### config.mk
export PLATFORM = sky130hd
export DESIGN_NAME = avts_ram
export DESIGN_NICKNAME = d
export VERILOG_FILES = /design/src/rtl/core/avts_ram.sv
export SDC_FILE = /design/constraint.sdc
export NUM_CORES = 2
export LEC_CHECK = 0
export ABC_CLOCK_PERIOD_IN_PS = 4600
export BUFFER_PORTS_ARGS = -buffer_cell sky130_fd_sc_hd__buf_2
export CORE_MARGIN = 10
export CORE_UTILIZATION = 56
export CTS_CLUSTER_DIAMETER = 150
export CTS_CLUSTER_SIZE = 25
export DETAILED_ROUTE_END_ITERATION = 7
export PLACE_DENSITY = 0.75
export SLEW_MARGIN = 40
export SYNTH_ARGS = -nofsm -noshare
export SYNTH_HDL_FRONTEND = slang
export SYNTH_SLANG_ARGS = --single-unit
export TNS_END_PERCENT = 30
### constraint.sdc
create_clock -name clk -period 4.6 [get_ports clk]
set_clock_uncertainty 0.1 [all_clocks]
set_input_delay 0.46 -clock clk [delete_from_list [all_inputs] [get_ports clk]]
set_output_delay 0.46 -clock clk [all_outputs]
set_load 0.01 [all_outputs]
### src/rtl/core/avts_ram.sv
// ----------------------------------------------------------------------------
// avts_ram: generic single-port-write RAM
// One write port, one registered read port.
// ----------------------------------------------------------------------------
module avts_ram #(
  parameter int Width = 63,
  parameter int Depth = 32
) (
  input  logic                     clk,
  input  logic                     we,
  input  logic [$clog2(Depth)-1:0] waddr,
  input  logic [Width-1:0]         wdata,
  input  logic [$clog2(Depth)-1:0] raddr,
  output logic [Width-1:0]         rdata
);
  logic [Width-1:0] mem [Depth];

  always_ff @(posedge clk) begin
    if (we) begin
      mem[waddr] <= wdata;
    end
    rdata <= mem[raddr];
  end
endmodule

# ---- After elaboration in Yosys (flattened, before gate mapping)
# Memories as Yosys holds them, arrays and structs flattened. A register that Yosys moved wholly into a read port is not among the register bits.
# Cells that the tools add are included.
dict set report op_classes {
  n_mux 2
}
# cell n
set ops {}
lappend ops {{$mux W1} 2}
dict set report totals {
  ff_bits 0
  mem_bits_rw 2016
  in_bits 75
  n_memories 1
}
# memory words width read_ports rd_ports_with_merged_regs wr line
set mem_list {}
lappend mem_list {mem 32 63 1 1 1 16} ;# logic [Width-1:0] mem [Depth];

# ---- Logic depth before layout (Yosys ltp)
dict set report depth {
  ltp_word 2
  ltp_mapped 9
  mapped_depth_nobuf 4
}

# ---- Least setup slack after synthesis
# OpenSTA, ideal clock, no wires.
dict set report synth_path {
  path_kind {input port to flip-flop}
  from {input port waddr[1]}
  to {memory mem[12][0], enable pin}
  arrival_ns 3.754
  required_time_ns 4.016
  slack_ns 0.261
  path_stages 3
  path_buffers 1
  path_cell_list {or3b_2 clkbuf_1 nor2_1}
}
# element line
set synth_rtl {}
lappend synth_rtl {{from (decl)} 11} ;# input logic [$clog2(Depth)-1:0] waddr,
lappend synth_rtl {{to (decl)} 16}
# Straight into the memory's write port.

==> run summary <==
CTS clock-pin slew for the worst setup and hold paths: 0.09 ns
Iteration-0 DRC Markers: 4243
Leak Pwr: 0.0257 µW
Hold path cells: 1
Total clock sinks: 2079
Die X-Extent: 393 µm
Max-Slew Margin vs Limit: 0.422
Site row count: 136
Switch Pwr: 6610 µW
Syn Area/Cell: 25.5 µm²
Resize count post-CTS: 0
Vias in the first global route: 34942
HP Class: in -> reg
Synth area leader: edfxtp_1
Post-synth top flop: edfxtp_1
Fraction of registers with async set/reset: 0
Element type at the critical path end: flip-flop
Synthesized cell area: 0.0778 mm²
DIE AREA: 0.154 mm²
Syn Nets: 3130
Post-route cell area: 0.0844 mm²
Antenna-violating nets left: 0
Commonest cells post-synth: 2016 x edfxtp_1, 591 x mux4_2, 72 x mux2_2
Via count: 34245
Max-cap check violation count: 0
IO Count: 138
Clock Latency Late Sink: 0.75 ns
Endpoints failing hold: 0
Grt ovf: 0
DP Wirelength: 89.3 mm
Synthesized instance count: 3055
Slew Viols, Final: 0
FILL cells: 8963
Largest net degree at the start of global routing: 82
Crit-path max FO: 34
Max frequency: 0.414 GHz
Post-CTS Setup Inserts: 0
Status: complete, no violations
Final Cycle Share: 0.525
DRC violations left: 0
P&R area growth vs syn: 8.43%
Clk buf depth: 3
Worst reg2reg path depth: 3
H-tree Lvls: 3
Synth top area cells: edfxtp_1 78%, mux4_2 17%, dfxtp_1 1.6%
Global placement routability congestion: 0.755
Drt pass-1 iters: 5
Layout cell share with drive strength beyond 1: 0.316
Worst slew pin tran: 0.865 ns
Net Sw Frac: 0.204
Logic pwr share: 0.056
Clk network pwr share: 0.292
TritonCTS clock tree: built
Port Buffer Count: 137
Pwr/cell area: 384 mW/mm²
Area after DPL: 0.0816 mm²
Min Tclk post-route: 2.42 ns
Top-count cell post-synth: edfxtp_1
Sequential share of the synthesized area: 0.794
Final number of setup-violating endpoints: 0
Initial antenna violation count: 16
RSZ-0062 raised after global routing: no
Internal power: 25800 µW
Critical Path AT: 2.93 ns
CTS buffer count: 93
DRT Wirelength: 176 mm
Post-synth EDFFs: 2016
Vias per Instance: 6.72
CP Class: in -> reg
WP data required: 5.11 ns
Yosys top cell area share: 0.778
CP Launch Type: input port
# nets final: 3306
Total negative setup slack: 0 ns
Warnings, synthesis: 0
Global-route wire length before repair: 253 mm
GR Util All Layers: 0.230
Sequential share of power: 0.652
CTS Root Cell: clkbuf_16
Initial core utilization: 0.564
Die Ht: 393 µm
Synth unique cells: 29
Core ar.: 0.138 mm²
Flops & latches, synth: 2079
Drt wl/cell: 34.5 µm
Peak supply drop: 0.000301 V
Hold buffers post-CTS: 0
kinds of logic (layout without fill, tap and decap cells):
kind of cell           count (synthesis)  after routing  synth area share
AND/OR/NAND/NOR                       64             64           0.00388
multiplexers                         702            702             0.187
other                                  0              4                 0
flip-flops                          2079           2079             0.794
AO/OA/AOI/OAI                         53             53           0.00500
buffers and inverters                157            398            0.0103
path summary, 6_finish.rpt:
| path | startpoint | endpoint | slack (ns) |
|---|---|---|---|
| max reg2reg | mem[15][43]$_DFFE_PP_ | rdata[43]$_DFF_P_ | 2.61 |
| max | raddr[0] | rdata[49]$_DFF_P_ | 2.18 |
| min reg2reg | mem[4][49]$_DFFE_PP_ | rdata[49]$_DFF_P_ | 0.71 |
| min | wdata[17] | mem[3][17]$_DFFE_PP_ | 0.08 |
layer usage:
metal  vias up  wire (µm)  track usage  share of wire
met2      1933      87800        0.375           0.50
li1      13527          -            -              -
met5         -        106            0        0.00060
met4        16       5030       0.0577          0.029
met3       284      17000       0.0487          0.097
met1     18485      65700        0.322           0.37
power groups by stage:
stage	sequential (µW)	clock (µW)	combinational (µW)
floorplan	21600	0	1060
global placement	21600	0	1750
detailed placement	21600	0	1830
CTS	21100	9610	1830
global route	21200	10300	1940
finish	21100	9450	1810
sequential cells by signal, indices dropped and copies added, names as in the netlist:
name   flops
mem     2016
rdata     63
critical path, cell delays in order:
cell and delay (ns):
buf_8 0.35, buf_4 0.55, buf_4 0.36, mux4_2 0.53
mux2i_1 0.20, nor2_1 0.08, o31a_1 0.29
through the flow:
stage / setup WS (ns) / hold WS, ns / util / power [µW] / std cells
finish: 2.18 / 0.0849 / 0.612 / 32400 / 5094
global route: 2.01 / 0.0743 / 0.612 / 33400 / 5091
CTS: 2.17 / 0.0377 / 0.612 / 32600 / 5088
detailed placement: 1.38 / 0.688 / 0.592 / 23400 / 4928
global placement: 1.43 / 0.701 / 0.591 / 23300 / 4925
floorplan: 0.261 / 0.459 / - / 22600 / 3055
cell type report:
type | count | area (µm²) | share of cell area
inverter | 1 | 6.26 | 0.0000742
antenna | 4 | 10.0 | 0.000119
clock buffer | 152 | 2570 | 0.0305
sequential | 2079 | 61800 | 0.733
clock inverter | 8 | 154 | 0.00182
multi-input combinational | 819 | 15500 | 0.183
timing repair buffer | 237 | 2120 | 0.0251
tap | 1794 | 2240 | 0.0266
cell usage in the layout, fill, tap and decap left out, types with 2 or more instances in the layout:
cell       instances
buf_4             44
a211oi_1           4
o21ai_0           10
mux2_2            72
o211ai_1           4
edfxtp_1        2016
nor2b_2            2
mux4_2           591
clkinv_8           4
buf_2            132
o2bb2ai_1          3
diode_2            4
nand3b_1           5
clkbuf_1          58
buf_8              3
or3b_2             3
o31a_1             4
buf_6             12
nor2_2             2
nor2_4            32
and2_1             4
clkbuf_16         94
mux2i_1           39
o221ai_1           3
dfxtp_1           63
nor2_1             8
nand2b_1           2
buf_12            41
a22oi_1            4
a221oi_1          12
o22ai_1            9
nand2_1            2
buf_16             4
Note: power is estimated with default switching activity, not from simulation.
